==> config.mk <==
export PLATFORM = sky130hd
export DESIGN_NAME = voice_allocator_priority_steal
export DESIGN_NICKNAME = d
export VERILOG_FILES = /design/src/rtl/core/vaps_pkg.sv /design/src/rtl/core/voice_allocator_priority_steal.sv /design/src/rtl/core/vaps_ram.sv
export SDC_FILE = /design/constraint.sdc
export NUM_CORES = 2
export LEC_CHECK = 0
export BUFFER_PORTS_ARGS = -buffer_cell sky130_fd_sc_hd__buf_2
export CAP_MARGIN = 30
export CORE_MARGIN = 2
export CORE_UTILIZATION = 64
export CTS_CLUSTER_SIZE = 10
export DETAILED_ROUTE_END_ITERATION = 10
export PLACE_DENSITY = 0.76
export SLEW_MARGIN = 20
export SYNTH_ARGS = -nofsm -noshare
export SYNTH_HDL_FRONTEND = slang
export SYNTH_SLANG_ARGS = --single-unit
==> constraint.sdc <==
create_clock -name i_clk -period 12.6 [get_ports i_clk]
set_input_delay 0.63 -clock i_clk [delete_from_list [all_inputs] [get_ports i_clk]]
set_output_delay 0.63 -clock i_clk [all_outputs]
set_load 0.05 [all_outputs]
==> src/rtl/core/vaps_pkg.sv <==
// Shared types and constants of the voice allocator with priority stealing.
// Depends on nothing; the top level imports it.
`timescale 1ns / 1ps

package vaps_pkg;

    localparam int NUM_VOICES_DEF  = 16;
    localparam int NUM_SAMPLES_DEF = 256;

    localparam int CMD_W   = 2;
    localparam int ID_W    = 8;
    localparam int VOICE_W = 4;
    localparam int LIMIT_W = 4;
    localparam int FLAG_W  = 3;

    // commands
    localparam logic [CMD_W-1:0] CMD_ALLOC   = 2'd0;
    localparam logic [CMD_W-1:0] CMD_RELEASE = 2'd1;
    localparam logic [CMD_W-1:0] CMD_UPDATE  = 2'd2;
    localparam logic [CMD_W-1:0] CMD_NONE    = 2'd3;

    // configuration register indexes
    localparam logic REG_DUP_ONESHOT = 1'b0;
    localparam logic REG_DUP_LOOPING = 1'b1;

    localparam logic [LIMIT_W-1:0] DUP_ONESHOT_RST = 4'd2;
    localparam logic [LIMIT_W-1:0] DUP_LOOPING_RST = 4'd1;
    localparam logic [LIMIT_W-1:0] USAGE_MAX       = 4'd15;

    // owner flag bit positions
    localparam int FL_LOOP = 0;
    localparam int FL_OFF  = 1;
    localparam int FL_DIST = 2;

    typedef struct packed {
        logic [CMD_W-1:0]   cmd;
        logic [ID_W-1:0]    sample_id;
        logic               req_looping;
        logic               req_offscreen;
        logic               req_distant;
        logic [VOICE_W-1:0] start_voice;
        logic [VOICE_W-1:0] target_voice;
    } t_req;

    typedef struct packed {
        logic               granted;
        logic [VOICE_W-1:0] voice;
        logic               stolen;
        logic               reload;
        logic               duplicate;
    } t_rsp;

endpackage

==> src/rtl/core/voice_allocator_priority_steal.sv <==
// Top level of the voice allocator with priority stealing: sequencer, voice
// table, voice ring and the per-sample usage store. Uses vaps_pkg, vaps_ram.
`timescale 1ns / 1ps

// Usage
//   Request channel (i_req_valid / o_req_stall / i_req): one beat is one
//   command: allocate, release a voice, or update a voice's owner flags.
//   Response channel (o_rsp_valid / i_rsp_stall / o_rsp): exactly one beat
//   comes back for every request beat, in order.
//   Configuration: i_cfg_we writes i_cfg_data into the duplicate limit named
//   by i_cfg_idx; write only while the block is idle.
//   Timing: the block works on one request at a time and stalls the request
//   channel until the response is handed to the output register. Release,
//   update, invalid and unused commands go straight to the response. An
//   allocation brings start_voice into range (no step when it is below
//   NUM_VOICES), reads the usage store, walks the voice ring one voice per
//   cycle through the shared compare unit and picks a voice; a granted
//   allocation then updates the usage store and relinks the ring when the
//   voice was not already at the ring head.
//   Reset: voice table and ring return to their initial order; the usage
//   store is then cleared one entry a cycle, during which requests are
//   stalled (configuration writes still land).
//   A stalled response holds in the output register; a finished response
//   behind it waits in the sequencer and the request channel stays stalled.

module voice_allocator_priority_steal #(
    parameter int NUM_VOICES  = vaps_pkg::NUM_VOICES_DEF,
    parameter int NUM_SAMPLES = vaps_pkg::NUM_SAMPLES_DEF
) (
    input  logic                          i_clk,
    input  logic                          i_rst_n,
    input  logic                          i_req_valid,
    output logic                          o_req_stall,
    input  vaps_pkg::t_req                i_req,
    output logic                          o_rsp_valid,
    input  logic                          i_rsp_stall,
    output vaps_pkg::t_rsp                o_rsp,
    input  logic                          i_cfg_we,
    input  logic                          i_cfg_idx,
    input  logic [vaps_pkg::LIMIT_W-1:0]  i_cfg_data
);

    import vaps_pkg::*;

    localparam int VW = $clog2(NUM_VOICES);
    localparam int SW = $clog2(NUM_SAMPLES);
    localparam logic [VW-1:0] NV_LAST  = VW'(NUM_VOICES - 1);
    localparam logic [SW-1:0] NS_LAST  = SW'(NUM_SAMPLES - 1);
    // voice count seen from a 4-bit index; anything at or above 16 never wraps
    localparam logic [VOICE_W:0] NV_CAP = (NUM_VOICES > 15) ? 5'd16 : 5'(NUM_VOICES);

    // sequencer states
    localparam logic [3:0] S_CLR   = 4'd0;
    localparam logic [3:0] S_IDLE  = 4'd1;
    localparam logic [3:0] S_MOD   = 4'd2;
    localparam logic [3:0] S_USE   = 4'd3;
    localparam logic [3:0] S_WALK  = 4'd4;
    localparam logic [3:0] S_PICK  = 4'd5;
    localparam logic [3:0] S_OLD   = 4'd6;
    localparam logic [3:0] S_WRID  = 4'd7;
    localparam logic [3:0] S_LINK1 = 4'd8;
    localparam logic [3:0] S_LINK2 = 4'd9;
    localparam logic [3:0] S_OUT   = 4'd10;

    logic [3:0] r_state, n_state;

    // configuration
    logic [LIMIT_W-1:0] r_lim_one;
    logic [LIMIT_W-1:0] r_lim_loop;

    // request in work
    t_req               r_req;
    logic [VOICE_W-1:0] r_start;
    logic [VW-1:0]      r_v;
    logic [VW-1:0]      r_walk_start;
    logic [VW-1:0]      r_cnt;
    logic [LIMIT_W-1:0] r_usage_id;
    logic               r_under;
    logic               r_mu_ok, r_au_ok, r_mo_ok, r_ao_ok;
    logic [VW-1:0]      r_mu, r_au, r_mo, r_ao;
    logic [VW-1:0]      r_res_v;
    logic [SW-1:0]      r_clr;
    t_rsp               r_rsp;
    t_rsp               r_out;
    logic               r_out_valid;

    // voice table and ring
    logic               r_owned  [NUM_VOICES];
    logic               r_loaded [NUM_VOICES];
    logic [ID_W-1:0]    r_sample [NUM_VOICES];
    logic [FLAG_W-1:0]  r_flags  [NUM_VOICES];
    logic [VW-1:0]      r_next   [NUM_VOICES];
    logic [VW-1:0]      r_prev   [NUM_VOICES];
    logic [VW-1:0]      r_head;

    // usage store port
    logic               ram_we;
    logic [SW-1:0]      ram_waddr;
    logic [LIMIT_W-1:0] ram_wdata;
    logic [SW-1:0]      ram_raddr;
    logic [LIMIT_W-1:0] ram_rdata;

    logic               req_acc;
    logic [FLAG_W-1:0]  in_flags, rf;
    logic [LIMIT_W-1:0] limit;
    logic               id_valid;
    logic               start_ge;
    logic               tgt_ok;
    logic [VW+VOICE_W-1:0] start_ext, tgt_ext;
    logic [VW-1:0]      start_v, tgt_v;
    logic [SW+ID_W-1:0] id_ext, old_ext;
    logic [VW-1:0]      sel_v;
    logic               old_valid;
    logic               old_dec;
    logic               free_out;

    // walk compare unit
    logic               w_match;
    logic               w_mu, w_au, w_mo, w_ao;
    logic [FLAG_W-1:0]  w_mask, w_vf;

    // pick
    logic               pick_ok;
    logic [VW-1:0]      pick_v;
    logic [VOICE_W+VW-1:0] pick_ext;
    logic               pick_reload;

    assign req_acc     = i_req_valid && (r_state == S_IDLE);
    assign o_req_stall = (r_state != S_IDLE);
    assign free_out    = !r_out_valid || !i_rsp_stall;

    assign in_flags = {i_req.req_distant, i_req.req_offscreen, i_req.req_looping};
    assign rf       = {r_req.req_distant, r_req.req_offscreen, r_req.req_looping};
    assign limit    = r_req.req_looping ? r_lim_loop : r_lim_one;
    assign id_valid = (i_req.sample_id != '0) && (32'(i_req.sample_id) < NUM_SAMPLES);

    assign start_ge  = ({1'b0, r_start} >= NV_CAP);
    assign start_ext = {{VW{1'b0}}, r_start};
    assign start_v   = start_ext[VW-1:0];
    assign tgt_ok    = ({1'b0, i_req.target_voice} < NV_CAP);
    assign tgt_ext   = {{VW{1'b0}}, i_req.target_voice};
    assign tgt_v     = tgt_ext[VW-1:0];

    assign id_ext    = {{SW{1'b0}}, r_req.sample_id};
    assign sel_v     = (r_state == S_PICK) ? pick_v : r_res_v;
    assign old_ext   = {{SW{1'b0}}, r_sample[sel_v]};
    assign old_valid = (32'(r_sample[r_res_v]) < NUM_SAMPLES);
    assign old_dec   = r_rsp.reload && r_loaded[r_res_v] && old_valid && (ram_rdata != '0);

    // classify the voice under the walk pointer
    always_comb begin
        w_match = r_loaded[r_v] && (r_sample[r_v] == r_req.sample_id);
        w_mask  = rf[FL_OFF] ? FLAG_W'(1 << FL_DIST) : FLAG_W'(1 << FL_OFF);
        w_vf    = r_flags[r_v] & (w_mask | FLAG_W'(1 << FL_LOOP));
        w_mu    = 1'b0;
        w_au    = 1'b0;
        w_mo    = 1'b0;
        w_ao    = 1'b0;
        if (!r_owned[r_v]) begin
            w_mu = w_match;
            w_au = !w_match && r_under;
        end else if (!(rf[FL_OFF] && rf[FL_DIST])) begin
            if (rf[FL_LOOP] && (w_vf == (w_mask | FLAG_W'(1 << FL_LOOP)))) begin
                w_mo = w_match;
            end else if (w_vf == w_mask) begin
                w_mo = w_match;
                w_ao = !w_match && r_under;
            end
        end
    end

    // choose in order of preference
    always_comb begin
        pick_ok = 1'b1;
        pick_v  = r_mu;
        priority if (r_mu_ok) begin
            pick_v = r_mu;
        end else if (r_au_ok) begin
            pick_v = r_au;
        end else if (r_mo_ok) begin
            pick_v = r_mo;
        end else if (r_ao_ok) begin
            pick_v = r_ao;
        end else begin
            pick_ok = 1'b0;
        end
    end

    assign pick_ext    = {{VOICE_W{1'b0}}, pick_v};
    assign pick_reload = !(r_loaded[pick_v] && (r_sample[pick_v] == r_req.sample_id));

    // usage store access
    assign ram_raddr = (r_state == S_PICK) ? old_ext[SW-1:0] : id_ext[SW-1:0];

    always_comb begin
        ram_we    = 1'b0;
        ram_waddr = id_ext[SW-1:0];
        ram_wdata = '0;
        unique case (r_state)
            S_CLR: begin
                ram_we    = 1'b1;
                ram_waddr = r_clr;
            end
            S_OLD: begin
                ram_we    = old_dec;
                ram_waddr = old_ext[SW-1:0];
                ram_wdata = ram_rdata - LIMIT_W'(1);
            end
            S_WRID: begin
                ram_we    = r_rsp.reload;
                ram_wdata = (r_usage_id == USAGE_MAX) ? r_usage_id
                                                      : r_usage_id + LIMIT_W'(1);
            end
            default: begin
                ram_we = 1'b0;
            end
        endcase
    end

    vaps_ram #(
        .WIDTH (LIMIT_W),
        .DEPTH (NUM_SAMPLES)
    ) u_usage (
        .i_clk   (i_clk),
        .i_we    (ram_we),
        .i_waddr (ram_waddr),
        .i_wdata (ram_wdata),
        .i_raddr (ram_raddr),
        .o_rdata (ram_rdata)
    );

    // sequencer
    always_comb begin
        n_state = r_state;
        unique case (r_state)
            S_CLR:   n_state = (r_clr == NS_LAST) ? S_IDLE : S_CLR;
            S_IDLE: begin
                if (req_acc) begin
                    n_state = (i_req.cmd == CMD_ALLOC && id_valid) ? S_MOD : S_OUT;
                end
            end
            S_MOD:   n_state = start_ge ? S_MOD : S_USE;
            S_USE:   n_state = S_WALK;
            S_WALK:  n_state = (r_cnt == NV_LAST) ? S_PICK : S_WALK;
            S_PICK:  n_state = pick_ok ? S_OLD : S_OUT;
            S_OLD:   n_state = S_WRID;
            S_WRID:  n_state = (r_res_v == r_head) ? S_OUT : S_LINK1;
            S_LINK1: n_state = S_LINK2;
            S_LINK2: n_state = S_OUT;
            S_OUT:   n_state = free_out ? S_IDLE : S_OUT;
            default: n_state = S_IDLE;
        endcase
    end

    always_ff @(posedge i_clk) begin
        if (!i_rst_n) begin
            r_state <= S_CLR;
            r_clr   <= '0;
        end else begin
            r_state <= n_state;
            if (r_state == S_CLR) begin
                r_clr <= r_clr + SW'(1);
            end
        end
    end

    // configuration registers
    always_ff @(posedge i_clk) begin
        if (!i_rst_n) begin
            r_lim_one  <= DUP_ONESHOT_RST;
            r_lim_loop <= DUP_LOOPING_RST;
        end else if (i_cfg_we) begin
            unique case (i_cfg_idx)
                REG_DUP_ONESHOT: r_lim_one  <= i_cfg_data;
                REG_DUP_LOOPING: r_lim_loop <= i_cfg_data;
                default:         r_lim_one  <= r_lim_one;
            endcase
        end
    end

    // datapath of the request in work
    always_ff @(posedge i_clk) begin
        unique case (r_state)
            S_IDLE: begin
                if (req_acc) begin
                    r_req           <= i_req;
                    r_start         <= i_req.start_voice;
                    r_rsp.granted   <= 1'b0;
                    r_rsp.stolen    <= 1'b0;
                    r_rsp.reload    <= 1'b0;
                    r_rsp.duplicate <= 1'b0;
                    // release and update echo their target voice
                    r_rsp.voice     <= (i_req.cmd == CMD_RELEASE || i_req.cmd == CMD_UPDATE)
                                       ? i_req.target_voice : '0;
                end
            end
            S_MOD: begin
                // reduce the start voice into range one subtraction at a time
                if (start_ge) begin
                    r_start <= r_start - NV_CAP[VOICE_W-1:0];
                end else begin
                    r_v          <= start_v;
                    r_walk_start <= start_v;
                end
            end
            S_USE: begin
                r_usage_id <= ram_rdata;
                r_under    <= (ram_rdata < limit);
                r_cnt      <= '0;
                r_mu_ok    <= 1'b0;
                r_au_ok    <= 1'b0;
                r_mo_ok    <= 1'b0;
                r_ao_ok    <= 1'b0;
            end
            S_WALK: begin
                // keep the last voice seen in each class
                if (w_mu) begin
                    r_mu_ok <= 1'b1;
                    r_mu    <= r_v;
                end
                if (w_au) begin
                    r_au_ok <= 1'b1;
                    r_au    <= r_v;
                end
                if (w_mo) begin
                    r_mo_ok <= 1'b1;
                    r_mo    <= r_v;
                end
                if (w_ao) begin
                    r_ao_ok <= 1'b1;
                    r_ao    <= r_v;
                end
                r_v   <= r_next[r_v];
                r_cnt <= r_cnt + VW'(1);
            end
            S_PICK: begin
                if (pick_ok) begin
                    r_res_v         <= pick_v;
                    r_rsp.granted   <= 1'b1;
                    r_rsp.voice     <= pick_ext[VOICE_W-1:0];
                    r_rsp.stolen    <= r_owned[pick_v];
                    r_rsp.reload    <= pick_reload;
                    r_rsp.duplicate <= pick_reload ? (r_usage_id != '0)
                                                   : (r_usage_id > LIMIT_W'(1));
                end
            end
            default: begin
                r_cnt <= r_cnt;
            end
        endcase
    end

    // voice table and ring
    always_ff @(posedge i_clk) begin
        if (!i_rst_n) begin
            for (int i = 0; i < NUM_VOICES; i++) begin
                r_owned[i]  <= 1'b0;
                r_loaded[i] <= 1'b0;
                r_sample[i] <= '0;
                r_flags[i]  <= '0;
                r_next[i]   <= VW'((i + 1) % NUM_VOICES);
                r_prev[i]   <= VW'((i + NUM_VOICES - 1) % NUM_VOICES);
            end
            r_head <= '0;
        end else begin
            unique case (r_state)
                S_IDLE: begin
                    if (req_acc && tgt_ok) begin
                        if (i_req.cmd == CMD_RELEASE) begin
                            r_owned[tgt_v] <= 1'b0;
                            r_flags[tgt_v] <= '0;
                        end else if (i_req.cmd == CMD_UPDATE && r_owned[tgt_v]) begin
                            r_flags[tgt_v] <= in_flags;
                        end
                    end
                end
                S_WRID: begin
                    r_owned[r_res_v]  <= 1'b1;
                    r_loaded[r_res_v] <= 1'b1;
                    r_sample[r_res_v] <= r_req.sample_id;
                    r_flags[r_res_v]  <= rf;
                end
                S_LINK1: begin
                    // unlink the granted voice
                    r_next[r_prev[r_res_v]] <= r_next[r_res_v];
                    r_prev[r_next[r_res_v]] <= r_prev[r_res_v];
                end
                S_LINK2: begin
                    // insert it in front of the old head
                    r_prev[r_res_v]         <= r_prev[r_head];
                    r_next[r_res_v]         <= r_head;
                    r_next[r_prev[r_head]]  <= r_res_v;
                    r_prev[r_head]          <= r_res_v;
                    r_head                  <= r_res_v;
                end
                default: begin
                    r_head <= r_head;
                end
            endcase
        end
    end

    // output register
    always_ff @(posedge i_clk) begin
        if (!i_rst_n) begin
            r_out_valid <= 1'b0;
        end else if (r_state == S_OUT && free_out) begin
            r_out_valid <= 1'b1;
        end else if (r_out_valid && !i_rsp_stall) begin
            r_out_valid <= 1'b0;
        end
    end

    always_ff @(posedge i_clk) begin
        if (r_state == S_OUT && free_out) begin
            r_out <= r_rsp;
        end
    end

    assign o_rsp_valid = r_out_valid;
    assign o_rsp       = r_out;

    // the ring is one closed cycle: a full walk comes back to its start
    a_walk_closes: assert property (@(posedge i_clk) disable iff (!i_rst_n)
        (r_state == S_WALK && r_cnt == NV_LAST) |=> (r_v == r_walk_start))
        else $error("ring walk did not return to its start voice");

    // links around the head stay consistent between requests
    a_ring_links: assert property (@(posedge i_clk) disable iff (!i_rst_n)
        (r_state == S_IDLE) |->
            (r_prev[r_next[r_head]] == r_head) && (r_next[r_prev[r_head]] == r_head))
        else $error("voice ring links broken at the head");

    // the usage store is left alone while the walk reads its snapshot
    a_no_write_in_walk: assert property (@(posedge i_clk) disable iff (!i_rst_n)
        (r_state == S_WALK) |-> !ram_we)
        else $error("usage store written during the ring walk");

    // a refused beat carries no grant details
    a_refused_clean: assert property (@(posedge i_clk) disable iff (!i_rst_n)
        (o_rsp_valid && !o_rsp.granted) |->
            (!o_rsp.stolen && !o_rsp.reload && !o_rsp.duplicate))
        else $error("response flags set without a grant");

    // a granted voice exists
    a_voice_range: assert property (@(posedge i_clk) disable iff (!i_rst_n)
        (o_rsp_valid && o_rsp.granted) |-> (32'(o_rsp.voice) < NUM_VOICES))
        else $error("granted voice index out of range");

endmodule

==> src/rtl/core/vaps_ram.sv <==
// Generic single-write, single-read RAM with registered read data.
// Depends on nothing.
`timescale 1ns / 1ps

module vaps_ram #(
    parameter int WIDTH = 4,
    parameter int DEPTH = 256
) (
    input  logic                     i_clk,
    input  logic                     i_we,
    input  logic [$clog2(DEPTH)-1:0] i_waddr,
    input  logic [WIDTH-1:0]         i_wdata,
    input  logic [$clog2(DEPTH)-1:0] i_raddr,
    output logic [WIDTH-1:0]         o_rdata
);

    logic [WIDTH-1:0] r_mem [DEPTH];
    logic [WIDTH-1:0] r_rdata;

    always_ff @(posedge i_clk) begin
        if (i_we) begin
            r_mem[i_waddr] <= i_wdata;
        end
        r_rdata <= r_mem[i_raddr];
    end

    assign o_rdata = r_rdata;

endmodule
==> impl_metrics.yaml <==
critical_path:
  r2r_cells: 17
  crit_path_end_kind: "flop"
  cp_slowest_cell: "o32ai_1"
  cp_num_buf_inv: 4
  cp_slowest_stage_delay_ps: 870
  crit_chain: "nand4bb_1 -> buf_4 -> inv_4 -> and3_1 -> a21o_1 -> o221ai_1 -> a31oi_1 -> and2_1 -> nor2_8 -> buf_12 -> buf_4 -> nand2_1 -> a31oi_1 -> o32ai_1 -> o32ai_1 -> o2111ai_1 -> mux2i_1"
  required_ps: 13320
  worstPathArrival_ps: 8140
  path_class: "flop to flop"
  ff2ff_setup_slack_ps: 5180
  r2r-end: "u_usage.o_rdata[2]"
  path_max_fanout: 161
  start_kind: "flop"
  path_delay_family: "compound AO/OA/AOI/OAI gates"
  r2r-start: "r_state[1]"
timing:
  tightestPinTransition_ps: 1166
  finalSetupViolCount: 0
  period_share_pct: 58.90
  finalWorstSetupSlack_ps: 5179
  setup_tns_ps: 0
  rsz0062_at_grt: "no"
  hold_viol: 0
  slew-limit-headroom_pct: 20.27
  hold-worst-slack_ps: 33.07
  slew_violations: 0
  skew_ps: 55.66
  fin_crit_ps: 7421
  fmax_mhz: 134.8
power:
  combPwrFrac_pct: 17.7
  peakVddDrop_uv: 164.6
  p_switching_uw: 3579
  internal_power_uw: 8527
  power_uw: 12110
  pwr-share-seq_pct: 46.1
  p_sw_share_pct: 29.56
  clock_power_share_pct: 36.3
  p_leak_uw: 0.02397
  p_per_area_nw_per_um2: 162.5
min_path:
  hold_path_end: "id_ext[2]"
  hold_start: "i_req[13]"
  hold_depth: 1
  worstHoldPathType: "input pin to flop"
global_routing:
  track_usage_pct: 37.92
  grt_pass1_vias: 47660
  grt_start_max_net_pins: 191
  overflow: 0
  grt_antenna_before_repair: 7
  grt_pass1_wl_mm: 304.2
job:
  drv_cap: 0
synth:
  synth_area_um2: 68320
  synth_top_flop_cell: "edfxtp_1"
  yosys-top-cells-count: "1396 x edfxtp_1, 1076 x nand2_1, 460 x nor2_1, 269 x nand3_1, 229 x clkbuf_1"
  syn_avg_cell_area_um2: 12.36
  ys_types: 93
  seq_area_frac_synth_pct: 63.49
  synth_edf_count: 1396
  yosysMostFrequentCell: "edfxtp_1"
  yosys_warnings: 0
  ys_seq_elements: 1469
  synthCells: 5530
  yosysTopAreaCell: "edfxtp_1"
  synth_top_area_share_pct: 61.35
  syn-num-nets: 5573
  ys_top_cells_by_area: "edfxtp_1 61%, mux4_2 6.0%, nand2_1 5.9%, nor2_1 2.5%, dfxtp_1 2.1%"
  synthArstFlopShare_pct: 0
drt:
  antenna_left: 0
  drtIter0Drc: 8341
  dr.pass1.iters: 7
  drc: 0
  wl_mm: 207.1
  wl_per_cell_um: 29.83
  vias: 49930
  vias_per_cell: 7.195
floorplan:
  initial_core_util_pct: 64.72
  io_pins: 41
  placementRows: 119
  fp.dieH_um: 330.7
  fp.dieW_um: 330.7
  core_um2: 105600
  die-area_um2: 109400
finish:
  fin_cells: 6940
  area_growth_syn_to_layout_pct: 9.006
  nNetsFinal: 5502
  drive_above_1_share_pct: 11.54
clock_tree:
  cts_setup_buffers: 0
  cts_tree: "built"
  cts_buffers: 166
  clock-sinks: 1469
  clock-root-buffer: "clkbuf_16"
  clk_pin_slew_ps: 50
  h-tree-depth: 4
  insertion_delay_ps: 810
  ctsResizeCount: 0
  clockBufferDepth: 3
placed_design:
  placed_cells: 6658
  numPortBuffers: 40
  dp_slack_ps: 5486
  place.gp.congestion: 0.9718
  dp_hpwl_mm: 129.4
outcome:
  outcome: "finished clean"
==> timing repair <==
action / CTS / global route
setup endpoints to repair: 0 / 0
hold buffers: 7 / 0
endpoints found under the hold margin: 7 / 0
==> worst register-to-register path, cell delays in order, from the launching register on <==
cell	delay, ps
dfxtp_1	630
nand4bb_1	210
buf_4	370
inv_4	220
and3_1	300
a21o_1	430
o221ai_1	200
a31oi_1	220
and2_1	440
nor2_8	590
buf_12	500
buf_4	1140
nand2_1	240
a31oi_1	220
o32ai_1	230
o32ai_1	870
o2111ai_1	330
mux2i_1	200
==> worst max-delay path by stage <==
stage                     from             endpoint  slack (ps)  cells past startpoint
floorplan           r_state[0]  u_usage.r_mem[0][0]        2840                      5
global placement    r_state[1]   u_usage.o_rdata[3]        5780                     18
detailed placement  r_state[1]   u_usage.o_rdata[3]        5490                     18
CTS                 r_state[1]   u_usage.o_rdata[3]        5420                     18
global route        r_state[1]   u_usage.o_rdata[3]        4890                     18
finish              r_state[1]   u_usage.o_rdata[2]        5180                     17
==> flip-flops by register name, indices dropped and copies added (netlist names), 8 cells and up, named ones only <==
signal / cells
u_usage.r_mem: 1024
r_sample: 128
r_next: 64
r_prev: 64
r_flags: 48
r_loaded: 16
r_owned: 16
id_ext: 8
o_rsp: 8
r_clr: 8
r_rsp: 8
==> area by class of cell <==
class                   count  area (µm²)
fillers                  7023       31090
clock inverters            16       307.8
inverters                  32       122.6
diodes                      2       5.005
clock buffers             240        4473
multi-input cells        3605       23010
repair buffers            185        1429
well taps                1391        1740
flip-flops and latches   1469       43390
==> metrics by stage <==
stage | area, µm² | utilization (%)
3_5_place_dp | 69420 | 65.76
3_3_place_gp | 69340 | 65.68
2_1_floorplan | 68320 | -
6_report | 74480 | 70.55
4_1_cts | 74270 | 70.35
5_1_grt | 74470 | 70.55
==> cell usage in the layout, fill, tap and decap left out, drive strengths merged, types with 36 or more instances in the layout <==
cell,netlist,routed
a311oi,108,108
mux2i,100,100
nor2b,36,36
nor3,58,58
nand2,1078,1078
and3,208,208
nor2,462,462
o31ai,44,44
a211oi,129,129
o21ai,108,108
a21oi,130,130
edfxtp,1396,1396
a31oi,119,119
and2,126,126
buf,195,176
clkbuf,229,242
mux4,181,181
nand3,270,270
dfxtp,73,73
==> cell families (layout without fill, tap and decap cells) <==
kind of cell,Yosys count,in the layout,share of synthesized area (%)
AOI/OAI and AO/OA,891,891,9.341
xor gates and xnor gates,31,31,0.3974
adders and majority gates,12,12,0.2197
buffers and inverters,456,473,3.115
DFF,1469,1469,63.49
muxes,308,308,7.882
other,0,2,0
and+or+nand+nor,2363,2363,15.55
==> routing by layer <==
layer	part of all wire (%)	wire length (µm)	track usage, %	vias to the layer above
li1	-	-	-	20740
met1	35	71940	50.19	24110
met2	44	91920	56.26	4228
met3	14	29650	10.90	856
met4	6.5	13520	22.57	4
met5	0.016	33	0	-
==> power groups by stage <==
stage                     clock, µW  combinational (µW)  sequential [µW]
after floorplan                   0                1280             5600
final                          4390                2140             5580
after detailed placement          0                2030             5670
after global routing           4570                2200             5590
after global placement            0                1990             5670
after CTS                      4390                2040             5570
Power figures use the tool's default switching activity.
